### src/sv/u8dec_pkg.sv
`timescale 1ns / 1ps

package u8dec_pkg;

    localparam int CP_W = 21;
    localparam logic [CP_W-1:0] REPLACEMENT_CHAR = 21'h00FFFD;

    typedef enum logic [0:0] {
        ST_IDLE,
        ST_EMIT
    } ctrl_state_t;

    // controller to datapath
    typedef struct packed {
        logic accept;
        logic emit;
    } dp_cmd_t;

    // datapath to controller
    typedef struct packed {
        logic out_free;
        logic pend_last;
        logic new_has_results;
    } dp_status_t;

endpackage

### src/sv/u8dec_ctrl.sv
`timescale 1ns / 1ps

module u8dec_ctrl (
    input  logic                  aclk,
    input  logic                  aresetn,
    input  logic                  s_tvalid,
    output logic                  s_tready,
    input  u8dec_pkg::dp_status_t status,
    output u8dec_pkg::dp_cmd_t    cmd
);

    u8dec_pkg::ctrl_state_t state_reg;
    u8dec_pkg::ctrl_state_t state_next;

    always_ff @(posedge aclk) begin
        if (!aresetn) begin
            state_reg <= u8dec_pkg::ST_IDLE;
        end else begin
            state_reg <= state_next;
        end
    end

    // outputs
    always_comb begin
        s_tready   = 1'b0;
        cmd.accept = 1'b0;
        cmd.emit   = 1'b0;
        case (state_reg)
            u8dec_pkg::ST_IDLE: begin
                s_tready = 1'b1;
            end
            u8dec_pkg::ST_EMIT: begin
                cmd.emit = status.out_free;
                s_tready = status.out_free && status.pend_last;
            end
            default: begin
                s_tready = 1'b0;
            end
        endcase
        cmd.accept = s_tvalid && s_tready;
    end

    // next state
    always_comb begin
        state_next = state_reg;
        case (state_reg)
            u8dec_pkg::ST_IDLE: begin
                if (s_tvalid && status.new_has_results) begin
                    state_next = u8dec_pkg::ST_EMIT;
                end
            end
            u8dec_pkg::ST_EMIT: begin
                if (status.out_free && status.pend_last) begin
                    if (s_tvalid && status.new_has_results) begin
                        state_next = u8dec_pkg::ST_EMIT;
                    end else begin
                        state_next = u8dec_pkg::ST_IDLE;
                    end
                end
            end
            default: begin
                state_next = u8dec_pkg::ST_IDLE;
            end
        endcase
    end

endmodule

### src/sv/u8dec_datapath.sv
`timescale 1ns / 1ps

module u8dec_datapath (
    input  logic                          aclk,
    input  logic                          aresetn,
    input  logic [7:0]                    data_byte,
    input  logic                          end_of_string,
    input  u8dec_pkg::dp_cmd_t            cmd,
    output u8dec_pkg::dp_status_t         status,
    input  logic                          out_ready,
    output logic                          out_valid,
    output logic [u8dec_pkg::CP_W-1:0]    out_code_point,
    output logic                          out_replaced,
    output logic                          out_last
);

    // decoder state
    logic [7:0] held0_reg, held0_next;
    logic [7:0] held1_reg, held1_next;
    logic [7:0] held2_reg, held2_next;
    logic [1:0] held_cnt_reg, held_cnt_next;
    logic [2:0] seq_len_reg, seq_len_next;

    // results waiting for the output register
    logic [2:0]                 rep_cnt_reg, rep_cnt_next;
    logic                       data_pend_reg, data_pend_next;
    logic [u8dec_pkg::CP_W-1:0] data_cp_reg, data_cp_next;

    // output register
    logic                       out_valid_reg, out_valid_next;
    logic [u8dec_pkg::CP_W-1:0] out_cp_reg, out_cp_next;
    logic                       out_repl_reg, out_repl_next;
    logic                       out_last_reg, out_last_next;

    logic [2:0]                 new_rep;
    logic                       new_data;
    logic [u8dec_pkg::CP_W-1:0] new_cp;
    logic [u8dec_pkg::CP_W-1:0] assembled_cp;
    logic                       is_cont;
    logic                       pend_any;
    logic                       pend_last;

    assign is_cont   = (data_byte[7:6] == 2'b10);
    assign pend_any  = (rep_cnt_reg != 3'd0) || data_pend_reg;
    assign pend_last = ((rep_cnt_reg == 3'd1) && !data_pend_reg)
                    || ((rep_cnt_reg == 3'd0) && data_pend_reg);

    always_comb begin
        case (seq_len_reg)
            3'd2: begin
                assembled_cp = {10'd0, held0_reg[4:0], data_byte[5:0]};
            end
            3'd3: begin
                assembled_cp = {5'd0, held0_reg[3:0], held1_reg[5:0], data_byte[5:0]};
            end
            default: begin
                assembled_cp = {held0_reg[2:0], held1_reg[5:0], held2_reg[5:0],
                                data_byte[5:0]};
            end
        endcase
    end

    // decode one byte into a replacement count and an optional code point
    always_comb begin
        held0_next    = held0_reg;
        held1_next    = held1_reg;
        held2_next    = held2_reg;
        held_cnt_next = held_cnt_reg;
        seq_len_next  = seq_len_reg;
        new_rep       = 3'd0;
        new_data      = 1'b0;
        new_cp        = {13'd0, data_byte};
        if ((seq_len_reg != 3'd0) && is_cont) begin
            if (({1'b0, held_cnt_reg} + 3'd1) >= seq_len_reg) begin
                new_data      = 1'b1;
                new_cp        = assembled_cp;
                seq_len_next  = 3'd0;
                held_cnt_next = 2'd0;
            end else begin
                case (held_cnt_reg)
                    2'd1: begin
                        held1_next = data_byte;
                    end
                    2'd2: begin
                        held2_next = data_byte;
                    end
                    default: begin
                        held2_next = held2_reg;
                    end
                endcase
                held_cnt_next = held_cnt_reg + 2'd1;
                if (end_of_string) begin
                    new_rep       = {1'b0, held_cnt_next};
                    seq_len_next  = 3'd0;
                    held_cnt_next = 2'd0;
                end
            end
        end else begin
            // cut off any open sequence, then take the byte afresh
            new_rep       = (seq_len_reg != 3'd0) ? {1'b0, held_cnt_reg} : 3'd0;
            seq_len_next  = 3'd0;
            held_cnt_next = 2'd0;
            case (data_byte) inside
                8'h00: begin
                    new_data = 1'b0;
                end
                [8'h01:8'h7F]: begin
                    new_data = 1'b1;
                end
                [8'hC0:8'hDF]: begin
                    held0_next    = data_byte;
                    held_cnt_next = 2'd1;
                    seq_len_next  = 3'd2;
                end
                [8'hE0:8'hEF]: begin
                    held0_next    = data_byte;
                    held_cnt_next = 2'd1;
                    seq_len_next  = 3'd3;
                end
                [8'hF0:8'hF7]: begin
                    held0_next    = data_byte;
                    held_cnt_next = 2'd1;
                    seq_len_next  = 3'd4;
                end
                default: begin
                    new_rep = new_rep + 3'd1;
                end
            endcase
            if (end_of_string && (seq_len_next != 3'd0)) begin
                new_rep       = new_rep + 3'd1;
                seq_len_next  = 3'd0;
                held_cnt_next = 2'd0;
            end
        end
    end

    assign status.out_free        = !out_valid_reg || out_ready;
    assign status.pend_last       = pend_last;
    assign status.new_has_results = (new_rep != 3'd0) || new_data;

    // pending results and output register
    always_comb begin
        rep_cnt_next   = rep_cnt_reg;
        data_pend_next = data_pend_reg;
        data_cp_next   = data_cp_reg;
        out_valid_next = out_valid_reg && !out_ready;
        out_cp_next    = out_cp_reg;
        out_repl_next  = out_repl_reg;
        out_last_next  = out_last_reg;
        if (cmd.emit) begin
            out_valid_next = 1'b1;
            out_last_next  = pend_last;
            if (rep_cnt_reg != 3'd0) begin
                out_cp_next   = u8dec_pkg::REPLACEMENT_CHAR;
                out_repl_next = 1'b1;
                rep_cnt_next  = rep_cnt_reg - 3'd1;
            end else begin
                out_cp_next    = data_cp_reg;
                out_repl_next  = 1'b0;
                data_pend_next = 1'b0;
            end
        end
        if (cmd.accept) begin
            rep_cnt_next   = new_rep;
            data_pend_next = new_data;
            data_cp_next   = new_cp;
        end
    end

    always_ff @(posedge aclk) begin
        if (!aresetn) begin
            held_cnt_reg  <= 2'd0;
            seq_len_reg   <= 3'd0;
            rep_cnt_reg   <= 3'd0;
            data_pend_reg <= 1'b0;
            out_valid_reg <= 1'b0;
        end else begin
            if (cmd.accept) begin
                held_cnt_reg <= held_cnt_next;
                seq_len_reg  <= seq_len_next;
            end
            rep_cnt_reg   <= rep_cnt_next;
            data_pend_reg <= data_pend_next;
            out_valid_reg <= out_valid_next;
        end
    end

    always_ff @(posedge aclk) begin
        if (cmd.accept) begin
            held0_reg <= held0_next;
            held1_reg <= held1_next;
            held2_reg <= held2_next;
        end
        data_cp_reg  <= data_cp_next;
        out_cp_reg   <= out_cp_next;
        out_repl_reg <= out_repl_next;
        out_last_reg <= out_last_next;
    end

    assign out_valid      = out_valid_reg;
    assign out_code_point = out_cp_reg;
    assign out_replaced   = out_repl_reg;
    assign out_last       = out_last_reg;

    a_rep_bound: assert property (@(posedge aclk) disable iff (!aresetn)
        rep_cnt_reg <= 3'd4)
        else $error("too many pending replacements");

    a_emit_has_work: assert property (@(posedge aclk) disable iff (!aresetn)
        cmd.emit |-> pend_any)
        else $error("emit with nothing pending");

    a_accept_when_drained: assert property (@(posedge aclk) disable iff (!aresetn)
        cmd.accept |-> (!pend_any || (cmd.emit && pend_last)))
        else $error("byte taken while results still pending");

    a_data_is_last: assert property (@(posedge aclk) disable iff (!aresetn)
        (out_valid_reg && !out_repl_reg) |-> out_last_reg)
        else $error("decoded code point not last of its run");

    a_open_seq_count: assert property (@(posedge aclk) disable iff (!aresetn)
        (seq_len_reg != 3'd0) |-> ((held_cnt_reg != 2'd0)
                                   && ({1'b0, held_cnt_reg} < seq_len_reg)))
        else $error("held byte count out of range for open sequence");

endmodule

### src/sv/utf8_code_point_decoder_unit.sv
`timescale 1ns / 1ps
// results wait in the pending-result counter and go one at a time into the output register
// throughput: a byte giving at most one result is taken every cycle unless the output stalls
// a byte giving n results (up to four, from a cut-off sequence) holds the input until the
// last is emitted; one result leaves the output register per cycle while m_tready is high
// reset: synchronous, clears the open sequence, pending results and the output valid

module utf8_code_point_decoder_unit (
    input  logic        aclk,
    input  logic        aresetn,
    input  logic        s_tvalid,
    output logic        s_tready,
    input  logic [7:0]  s_tdata,   // data_byte
    input  logic        s_tlast,   // end_of_string
    output logic        m_tvalid,
    input  logic        m_tready,
    output logic [23:0] m_tdata,   // code_point, zero pad
    output logic        m_tuser,   // replaced
    output logic        m_tlast    // last_of_run
);

    u8dec_pkg::dp_cmd_t         cmd;
    u8dec_pkg::dp_status_t      status;
    logic [u8dec_pkg::CP_W-1:0] code_point;

    u8dec_ctrl u_ctrl (
        .aclk     (aclk),
        .aresetn  (aresetn),
        .s_tvalid (s_tvalid),
        .s_tready (s_tready),
        .status   (status),
        .cmd      (cmd)
    );

    u8dec_datapath u_datapath (
        .aclk           (aclk),
        .aresetn        (aresetn),
        .data_byte      (s_tdata),
        .end_of_string  (s_tlast),
        .cmd            (cmd),
        .status         (status),
        .out_ready      (m_tready),
        .out_valid      (m_tvalid),
        .out_code_point (code_point),
        .out_replaced   (m_tuser),
        .out_last       (m_tlast)
    );

    assign m_tdata = {3'b000, code_point};

endmodule

### config.mk
export PLATFORM = sky130hd
export DESIGN_NAME = utf8_code_point_decoder_unit
export DESIGN_NICKNAME = d
export VERILOG_FILES = /design/src/sv/u8dec_pkg.sv /design/src/sv/u8dec_ctrl.sv /design/src/sv/u8dec_datapath.sv /design/src/sv/utf8_code_point_decoder_unit.sv
export SDC_FILE = /design/constraint.sdc
export NUM_CORES = 1
export LEC_CHECK = 0
export BUFFER_PORTS_ARGS = -buffer_cell sky130_fd_sc_hd__buf_4
export CELL_PAD_IN_SITES_DETAIL_PLACEMENT = 0
export CELL_PAD_IN_SITES_GLOBAL_PLACEMENT = 2
export CORE_MARGIN = 2
export CORE_UTILIZATION = 41
export CTS_BUF_LIST = sky130_fd_sc_hd__clkbuf_4
export CTS_CLUSTER_DIAMETER = 50
export DETAILED_ROUTE_END_ITERATION = 10
export PLACE_DENSITY_LB_ADDON = 0.1
export SYNTH_ARGS = -nofsm -noshare
export SYNTH_HDL_FRONTEND = slang
export SYNTH_SLANG_ARGS = --single-unit
export TNS_END_PERCENT = 5
### constraint.sdc
create_clock -name aclk -period 3.16 [get_ports aclk]
set_clock_uncertainty 0.1 [all_clocks]
set_input_delay 0.158 -clock aclk [delete_from_list [all_inputs] [get_ports aclk]]
set_output_delay 0.158 -clock aclk [all_outputs]
set_load 0.02 [all_outputs]
After elaboration in Yosys (flattened, before gate mapping)
Cells that the tools add are included.
Operators by class
  $add $sub $neg: 5
  reduce and logical (&&, ||, !) cells: 34
  equal/unequal tests: 8
  muxes and demuxes: 53
  bitwise gates (word level): 5
  order comparisons: 9
Operator list (number)
  $mux 3: 21
  $pmux 21 s2: 1
  $ge 8x8->1 const B: 3
  $le 8x8->1 const B: 3
  $mux 2: 11
  $mux 8: 2
  $mux 5: 3
  $reduce_bool 3->1: 5
  $mux 1: 13
  $logic_and 1x1->1: 12
  $ge 8x1->1 const B: 1
  $le 8x7->1 const B: 1
  $logic_not 8->1: 1
  $reduce_and 2->1: 4
  $reduce_and 4->1: 2
  $add 3x1->3 const B: 2
  $eq 3x2->1 const B: 2
  $not 1->1: 5
  $reduce_and 5->1: 1
  $eq 2x2->1 const B: 2
  $pmux 1 s2: 2
  $reduce_bool 2->1: 2
  $add 2x1->3 const B: 1
  $eq 3x1->1 const B: 1
  9 further kinds: 13
Word-level totals
  register bits after elaboration: 72

Logic depth before layout (Yosys ltp)
Gate-level depths: netlist of run 1.
  word-level depth: 18
  mapped depth: 10
  depth with buffers taken out: 10

Modules after synthesis
From an unflattened synthesis of run 1, not the netlist that was laid out.
Second synthesis, totals
  cell total of the unflattened synthesis: 252
  area total of the unflattened synthesis: 3246.9 um2
Modules (own cells, without submodules)
  u8dec_datapath: times used 1, cells each 242, sequential area each 2031.9 um2, area an instance 3155.5 um2
  u8dec_ctrl: times used 1, cells each 6, sequential area each 20.0 um2, area an instance 65.1 um2
  utf8_code_point_decoder_unit: times used 1, cells each 4, sequential area each 0.0 um2, area an instance 26.3 um2

Worst setup path before layout of run 1
OpenSTA, ideal clock, no wires.
  path type: flip-flop to flip-flop
  start: reg u_datapath.rep_cnt_reg[0]
  end: reg u_datapath.held1_reg[0], enable pin
  data arrival time: 2.335 ns
  required time: 2.739 ns
  stages on the path, launching flop included: 8
  setup time: 0.321 ns
  buffers on the path: 0
  path slack: 0.404 ns
  cells stage by stage: dfxtp_1 inv_1 ha_1 mux2i_1 o31ai_4 nand2_1 inv_1 and3_1
RTL lines
  start, declared: line u8dec_datapath.sv:25  | logic [2:0] rep_cnt_reg, rep_cnt_next;
  start signal, assigned: line u8dec_datapath.sv:182  | rep_cnt_reg <= rep_cnt_next;
  end signal, assigned: line u8dec_datapath.sv:191  | held1_reg <= held1_next;
  end, declared: line u8dec_datapath.sv:19  | logic [7:0] held1_reg, held1_next;

Worst setup path after layout of run 1
  start: reg u_datapath.held_cnt_reg[0]
  end: reg u_datapath.data_cp_reg[7] (netlist bit), data pin
Between the ends
  longest elaborated chain between the ends: 4
RTL lines
  start, declared: line u8dec_datapath.sv:21  | logic [1:0] held_cnt_reg, held_cnt_next;
  start signal, assigned: line u8dec_datapath.sv:179  | held_cnt_reg <= held_cnt_next;
  $add 2x1->3: line u8dec_datapath.sv:74  | if (({1'b0, held_cnt_reg} + 3'd1) >= seq_len_reg) begin
  $ge 3x3->1: line u8dec_datapath.sv:74
  $mux 8: line u8dec_datapath.sv:74
  $mux 8: line u8dec_datapath.sv:73  | if ((seq_len_reg != 3'd0) && is_cont) begin
  via u_datapath.new_cp (one bit): line u8dec_datapath.sv:37  | logic [u8dec_pkg::CP_W-1:0] new_cp;
  end signal, assigned: line u8dec_datapath.sv:194  | data_cp_reg <= data_cp_next;
  end, declared: line u8dec_datapath.sv:27  | logic [u8dec_pkg::CP_W-1:0] data_cp_reg, data_cp_next;
The timed path passes the listed nets, and every way through them passes these cells.
A chain may end at the register's enable or synchronous reset.

==> results of run 1 <==
[critical path, delay by kind of cell, from the launching register on]
kind	cells	cell delay [ps]
buf+inv	2	200
compound gates	2	700
fa+ha+maj	2	590
simple gates	2	500
flops	1	510
[cell families (layout without fill, tap and decap cells)]
logic type | count (synthesis) | count (layout) | synth area share
and+or+nand+nor | 101 | 101 | 0.167
DFF | 72 | 72 | 0.638
AOI/OAI and AO/OA | 37 | 37 | 0.0855
buffers and inverters | 22 | 83 | 0.0292
adders and majority gates | 11 | 11 | 0.0428
muxes | 10 | 10 | 0.0311
xor gates and xnor gates | 2 | 2 | 0.00544
other | 1 | 3 | 0.00117
[layer usage]
layer | track usage | vias up | share of wire
met3 | 0.0358 | 9 | 0.035
met5 | 0 | - | 0
li1 | - | 1049 | -
met2 | 0.285 | 36 | 0.52
met4 | 0.0759 | 0 | 0.014
met1 | 0.199 | 973 | 0.43
[cell usage in the layout (no fill, tap or decap), types with 2 or more instances in the layout]
cell type and instances:
nand4_1 2, o21ai_0 2, nand2_1 20, ha_1 11, a21oi_1 14, dfxtp_1 11, nor2_1 18, clkinvlp_4 2
o21a_1 2, nor4_1 2, and3_1 6, nor3b_1 6, a211oi_1 7, nor4b_1 2, nand3_1 7, inv_1 13
and2_1 7, dlygate4sd3_1 11, conb_1 3, edfxtp_1 61, mux2i_1 10, buf_4 43, clkbuf_4 10, nor3_1 5
nor2b_1 3, bufinv_16 2, or3_1 2, nand2b_1 17
[synthesized netlist by cell type (2+ instances only)]
cell	number	area [um^2]
nand4_1	2	12.5
and3_1	6	37.5
or3_1	2	12.5
inv_1	13	48.8
nor4_1	2	12.5
clkbuf_1	5	18.8
nor4b_1	2	17.5
nor2b_1	3	18.8
mux2i_1	10	100
o21ai_0	2	10.0
o21a_1	2	15.0
a211oi_1	7	52.6
a21oi_1	14	70.1
edfxtp_1	61	1830
nand2_1	20	75.1
ha_1	11	138
nor3b_1	6	45.0
nor2_1	19	71.3
nor3_1	5	25.0
dfxtp_1	11	220
nand2b_1	17	106
nand3_1	7	35.0
and2_1	7	43.8
buf_4	3	22.5
[power by group]
part | internal [mW] | switching, mW
clock | 0.334 | 0.339
combinational | 0.118 | 0.180
sequential | 1.11 | 0.0206
total | 1.56 | 0.540
[through the flow]
stage | setup slack [ps] | utilization | cell area, um^2
2_1_floorplan | 404 | - | 3230
3_3_place_gp | 334 | 0.475 | 3630
3_5_place_dp | 318 | 0.475 | 3630
4_1_cts | 316 | 0.511 | 3910
5_1_grt | 16.5 | 0.511 | 3910
6_report | 342 | 0.511 | 3910
[how the worst min path moves through the flow]
stage          cells after the start        from  slack, ps                         to
3_3_place_gp                       1  s_tdata[2]        280  u_datapath.data_cp_reg[2]
6_report                           3     s_tlast         20  u_datapath.seq_len_reg[1]
3_5_place_dp                       1  s_tdata[2]        280  u_datapath.data_cp_reg[2]
2_1_floorplan                      0  s_tdata[0]        160  u_datapath.data_cp_reg[0]
5_1_grt                            3     s_tlast         30  u_datapath.seq_len_reg[1]
4_1_cts                            3     s_tlast          1  u_datapath.seq_len_reg[1]
[what timing repair did]
item	4_1_cts	5_1_grt
hold endpoints to repair	30	0
hold buffers	11	0
buffers inserted	0	0
[cell type report]
cell class,count,area [um^2]
Multi-Input combinational cell,164,1080
Inverter,13,48.8
Sequential cell,72,2050
Clock buffer,10,75.1
Timing Repair Buffer,54,433
Fill cell,691,3740
Tap cell,102,128
Clock inverter,6,92.6
==> results.sh, run 1 <==
export IMPL_power_density_mw_per_mm2=536
export IMPL_drtPass1Iterations=4
export IMPL_fp_dieW_um=92.6
export IMPL_gp_congestion=0.847
export IMPL_io_buffers=37
export IMPL_leakage_nw=1.50
export IMPL_ys_seq_area_frac=0.638
export IMPL_synth_seq_cells=72
export IMPL_fin_nets=338
export IMPL_cp_startpoint="u_datapath.held_cnt_reg[0]"
export IMPL_rrSetupSlack_ps=340
export IMPL_synth_edf_count=61
export IMPL_vias=2067
export IMPL_fmax_ghz=0.355
export IMPL_antenna_found_initial=0
export IMPL_finalSetupViolations=0
export IMPL_cts_htree_levels=3
export IMPL_grt_pass1_vias=2068
export IMPL_syn_area_mm2=0.00322
export IMPL_drive_above_1_share=0.204
export IMPL_cts_tree="yes"
export IMPL_avgRoutedWirePerCell_um=15.2
export IMPL_grt_ovfl_total=0
export IMPL_grt_pass1_wl_um=10600
export IMPL_synthCells=256
export IMPL_r2r_start="u_datapath.held_cnt_reg[0]"
export IMPL_dpl_hpwl_um=4620
export IMPL_fin_tns_setup_ps=0
export IMPL_clock_latency_ps=410
export IMPL_crit_end="u_datapath.data_cp_reg[7]"
export IMPL_drcViolationCount=0
export IMPL_path_max_fanout=15
export IMPL_boundaryPins=41
export IMPL_cts_root_buf="clkbuf_4"
export IMPL_crit_arrival_ps=2900
export IMPL_routed_wl_um=6410
export IMPL_yosys_warnings=0
export IMPL_crit_path_max_incr_delay_ps=510
export IMPL_hold_path_class="input port to flop"
export IMPL_path_class="flop to flop"
export IMPL_grt_use_total=0.166
export IMPL_slew_violations=0
export IMPL_grt_max_degree=23
export IMPL_period_needed_ps=2820
export IMPL_finalHoldViolations=0
export IMPL_cts_repair_resized=0
export IMPL_hold_slack_ps=23.5
export IMPL_diodes=0
export IMPL_ant_nets=0
export IMPL_area_growth_pct=21.5
export IMPL_core_area_mm2=0.00765
export IMPL_run_status="finished clean"
export IMPL_initial_core_util=0.421
export IMPL_clk_pin_slew_ps=120
export IMPL_rsz0062_at_grt="no"
export IMPL_end_kind="flop"
export IMPL_die_area_mm2=0.00857
export IMPL_tightest_slew_ps=540
export IMPL_required_ps=3240
export IMPL_clkSinkCount=72
export IMPL_maxSlewHeadroom=0.639
export IMPL_layout_worst_path_cycle_share=0.892
export IMPL_slowest_stage="dfxtp_1"
export IMPL_vias_per_cell=4.91
export IMPL_rows=32
export IMPL_die_h_um=92.6
export IMPL_final_cell_count_no_fill=421
export IMPL_peakVddDrop_mv=0.156
export IMPL_syn_avg_cell_area_um2=12.6
export IMPL_numCtsBuffers=9
export IMPL_drtIter0Drc=108
export IMPL_numPlacedInstances=394
export IMPL_ff2ff_path_depth=8
export IMPL_r2r_end="u_datapath.data_cp_reg[7]"
export IMPL_max_cap_violations=0
export IMPL_start_kind="flop"
export IMPL_total_power_mw=2.10
export IMPL_synth_main_ff_cell="edfxtp_1"
export IMPL_cts_max_path_buffers=2
export IMPL_path_cells="inv_1, ha_1, inv_1, ha_1, nand2_1, o21ai_1, nand2_1, o21a_1"
export IMPL_ys_async_sr_fraction=0
export IMPL_synth_cell_types=43
(Power assumes the default switching activity.)
==> run 2: changes to the inputs <==
ABC_AREA = 1   (was not set)
CORE_UTILIZATION = 39   (was 41)
REMOVE_ABC_BUFFERS = 1   (was not set)
==> run 2 against run 1 <==
  * Fmax up 4.6%
  * Highest routed layer unchanged
  * Clock-buffer cell count is the same
  * Synthesized cell count is 16% higher
  * Sequential power hardly changed
  * Final area fell by 1.7%
  * Critical path type unchanged
  * Cell count grew 10%
==> results.sh, run 2 <==
export IMPL_drcViolationCount=0
export IMPL_yosysTopAreaCell="edfxtp_1"
export IMPL_required_ps=3100
export IMPL_area_growth_pct=18.6
export IMPL_cts_max_path_buffers=2
export IMPL_start_kind="flop"
export IMPL_core_area_mm2=0.00813
export IMPL_cts_repair_resized=0
export IMPL_routed_top_layer="met4"
export IMPL_total_power_mw=1.98
export IMPL_avgRoutedWirePerCell_um=13.3
export IMPL_wl_met3_um=181
export IMPL_max_cap_violations=0
export IMPL_numCtsBuffers=9
export IMPL_fin_nets=377
export IMPL_cpMostUsedCell="inv_1"
export IMPL_tightest_slew_ps=610
export IMPL_diodes=0
export IMPL_synth_main_ff_cell="edfxtp_1"
export IMPL_synth_fa_ha_area_frac=0.0424
export IMPL_routed_wl_um=6160
export IMPL_initial_core_util=0.399
export IMPL_slew_violations=0
export IMPL_yosys_area_share_simple=0.180
export IMPL_fp_dieW_um=95.2
export IMPL_peakVddDrop_mv=0.160
export IMPL_crit_path_max_incr_delay_ps=450
export IMPL_cts_root_buf="clkbuf_4"
export IMPL_final_cell_count_no_fill=463
export IMPL_clkSinkCount=72
export IMPL_ys_async_sr_fraction=0
export IMPL_drtIter0Drc=100
export IMPL_crit_arrival_ps=2630
export IMPL_cts_tree="yes"
export IMPL_grt_pass1_wl_um=10200
export IMPL_antenna_found_initial=0
export IMPL_boundaryPins=41
export IMPL_finalSetupViolations=0
export IMPL_grt_pass1_vias=2113
export IMPL_drive_above_1_share=0.249
export IMPL_vias_per_cell=4.61
export IMPL_syn_area_mm2=0.00324
export IMPL_yosys_warnings=0
export IMPL_synth_xor_area_share=0.00540
export IMPL_final_area_mm2=0.00384
export IMPL_rsz0062_at_grt="no"
export IMPL_die_h_um=95.2
export IMPL_end_kind="flop"
export IMPL_power_density_mw_per_mm2=514
export IMPL_rows=33
export IMPL_synth_mux_area_frac=0
export IMPL_run_status="finished clean"
export IMPL_syn_avg_cell_area_um2=10.9
export IMPL_final_cell_mix="edfxtp_1, nand2_1, inv_1, buf_4, nor2_1"
export IMPL_clk_pin_slew_ps=120
export IMPL_slowest_stage="dfxtp_1"
export IMPL_layout_worst_path_cycle_share=0.853
export IMPL_final_common_cell="edfxtp_1"
export IMPL_synth_most_common_cell="edfxtp_1"
export IMPL_path_max_fanout=6
export IMPL_path_cells="inv_1, ha_1, inv_1, ha_1, nand3b_1, nand3_1, nor3_2, inv_1, nor2_1"
export IMPL_cts_htree_levels=3
export IMPL_synthCells=298
export IMPL_dpl_hpwl_um=4290
export IMPL_path_class="flop to flop"
export IMPL_grt_ovfl_total=0
export IMPL_placedInstanceArea_mm2=0.00364
export IMPL_vias=2133
export IMPL_maxSlewHeadroom=0.593
export IMPL_synth_area_top_cells="edfxtp_1, dfxtp_1, nand2_1"
export IMPL_leakage_nw=1.59
export IMPL_fmax_ghz=0.371
export IMPL_io_buffers=37
export IMPL_gp_congestion=0.813
export IMPL_grt_max_degree=28
export IMPL_wl_met1_um=2780
export IMPL_finalHoldViolations=0
export IMPL_numPlacedInstances=438
export IMPL_synth_cell_types=35
export IMPL_synth_top_area_frac=0.565
export IMPL_dr_wl_met2_um=3030
export IMPL_fin_tns_setup_ps=0
export IMPL_synth_edf_count=61
export IMPL_period_needed_ps=2700
export IMPL_synth_compound_area_frac=0.0729
export IMPL_hold_path_class="input port to flop"
export IMPL_clock_latency_ps=400
export IMPL_ys_seq_area_frac=0.633
export IMPL_synth_seq_cells=72
export IMPL_synthTopCellsByCount="edfxtp_1, nand2_1, inv_1"
export IMPL_ant_nets=0
export IMPL_synth_top_family_by_area="simple AND/OR/NAND/NOR gates"
export IMPL_die_area_mm2=0.00906
export IMPL_drtPass1Iterations=4
export IMPL_grt_use_total=0.152
run 2: cell count changes in the layout (fill, tap and decap cells not counted), sizes merged, moves of 10 or more:
cell and change:
or2 +15, inv +31, nor2 +11, nand2b -18, nand2 +40, mux2i -10
run 2: per-layer routing:
metal	vias up	global-route usage
met3	14	0.0364
met4	0	0.0845
met1	990	0.180
li1	1092	-
met2	37	0.255
met5	-	0
run 2: final timing paths:
check        slack [ps]  cells after the start                      endpoint                  startpoint
max reg2reg         460                      9       u_datapath.held2_reg[5]  u_datapath.held_cnt_reg[0]
max                 460                      9       u_datapath.held2_reg[5]  u_datapath.held_cnt_reg[0]
min                  70                      5     u_datapath.seq_len_reg[2]                  s_tdata[6]
min reg2reg         410                      1  u_datapath.out_code_point[5]   u_datapath.data_cp_reg[5]
run 2: layout make-up:
cell class,count,area [um^2]
Fill cell,765,4290
Sequential cell,72,2050
Multi-Input combinational cell,175,987
Timing Repair Buffer,49,390
Inverter,46,174
Tap cell,105,131
Clock buffer,10,75.1
Clock inverter,6,35.0
run 2: logic make-up (layout without fill, tap and decap cells):
| group | after synthesis | after routing |
|---|---|---|
| AOI/OAI and AO/OA | 37 | 37 |
| xor gates and xnor gates | 2 | 2 |
| adders and majority gates | 11 | 11 |
| buffers and inverters | 53 | 111 |
| DFF | 72 | 72 |
| other | 1 | 3 |
| and+or+nand+nor | 122 | 122 |
run 2: repair_timing:
action / in CTS / in global routing
hold buffers: 9 / 0
buffers inserted: 0 / 0
endpoints found under the hold margin: 29 / 0
run 2: where the power goes:
part	internal, mW	leakage (nW)	total (mW)	switching, mW
clock network	0.167	0.0656	0.489	0.322
logic	0.130	0.859	0.344	0.214
registers	1.12	0.662	1.14	0.0232
run 2: worst max-delay path: cells and delay by family, from the launching register on:
kind	cells	cell delay, ps
AND/OR/NAND/NOR	4	950
adder cells (fa/ha/maj)	2	550
flip-flops	1	450
buffers and inverters	3	290
run 2: stage by stage:
step                hold WS (ps)  utilization  setup WS, ps
floorplan                    157            -           852
global placement             283        0.448           577
detailed placement           282        0.448           487
CTS                         33.0        0.473           452
global route                21.5        0.473           199
finish                      69.6        0.473           465
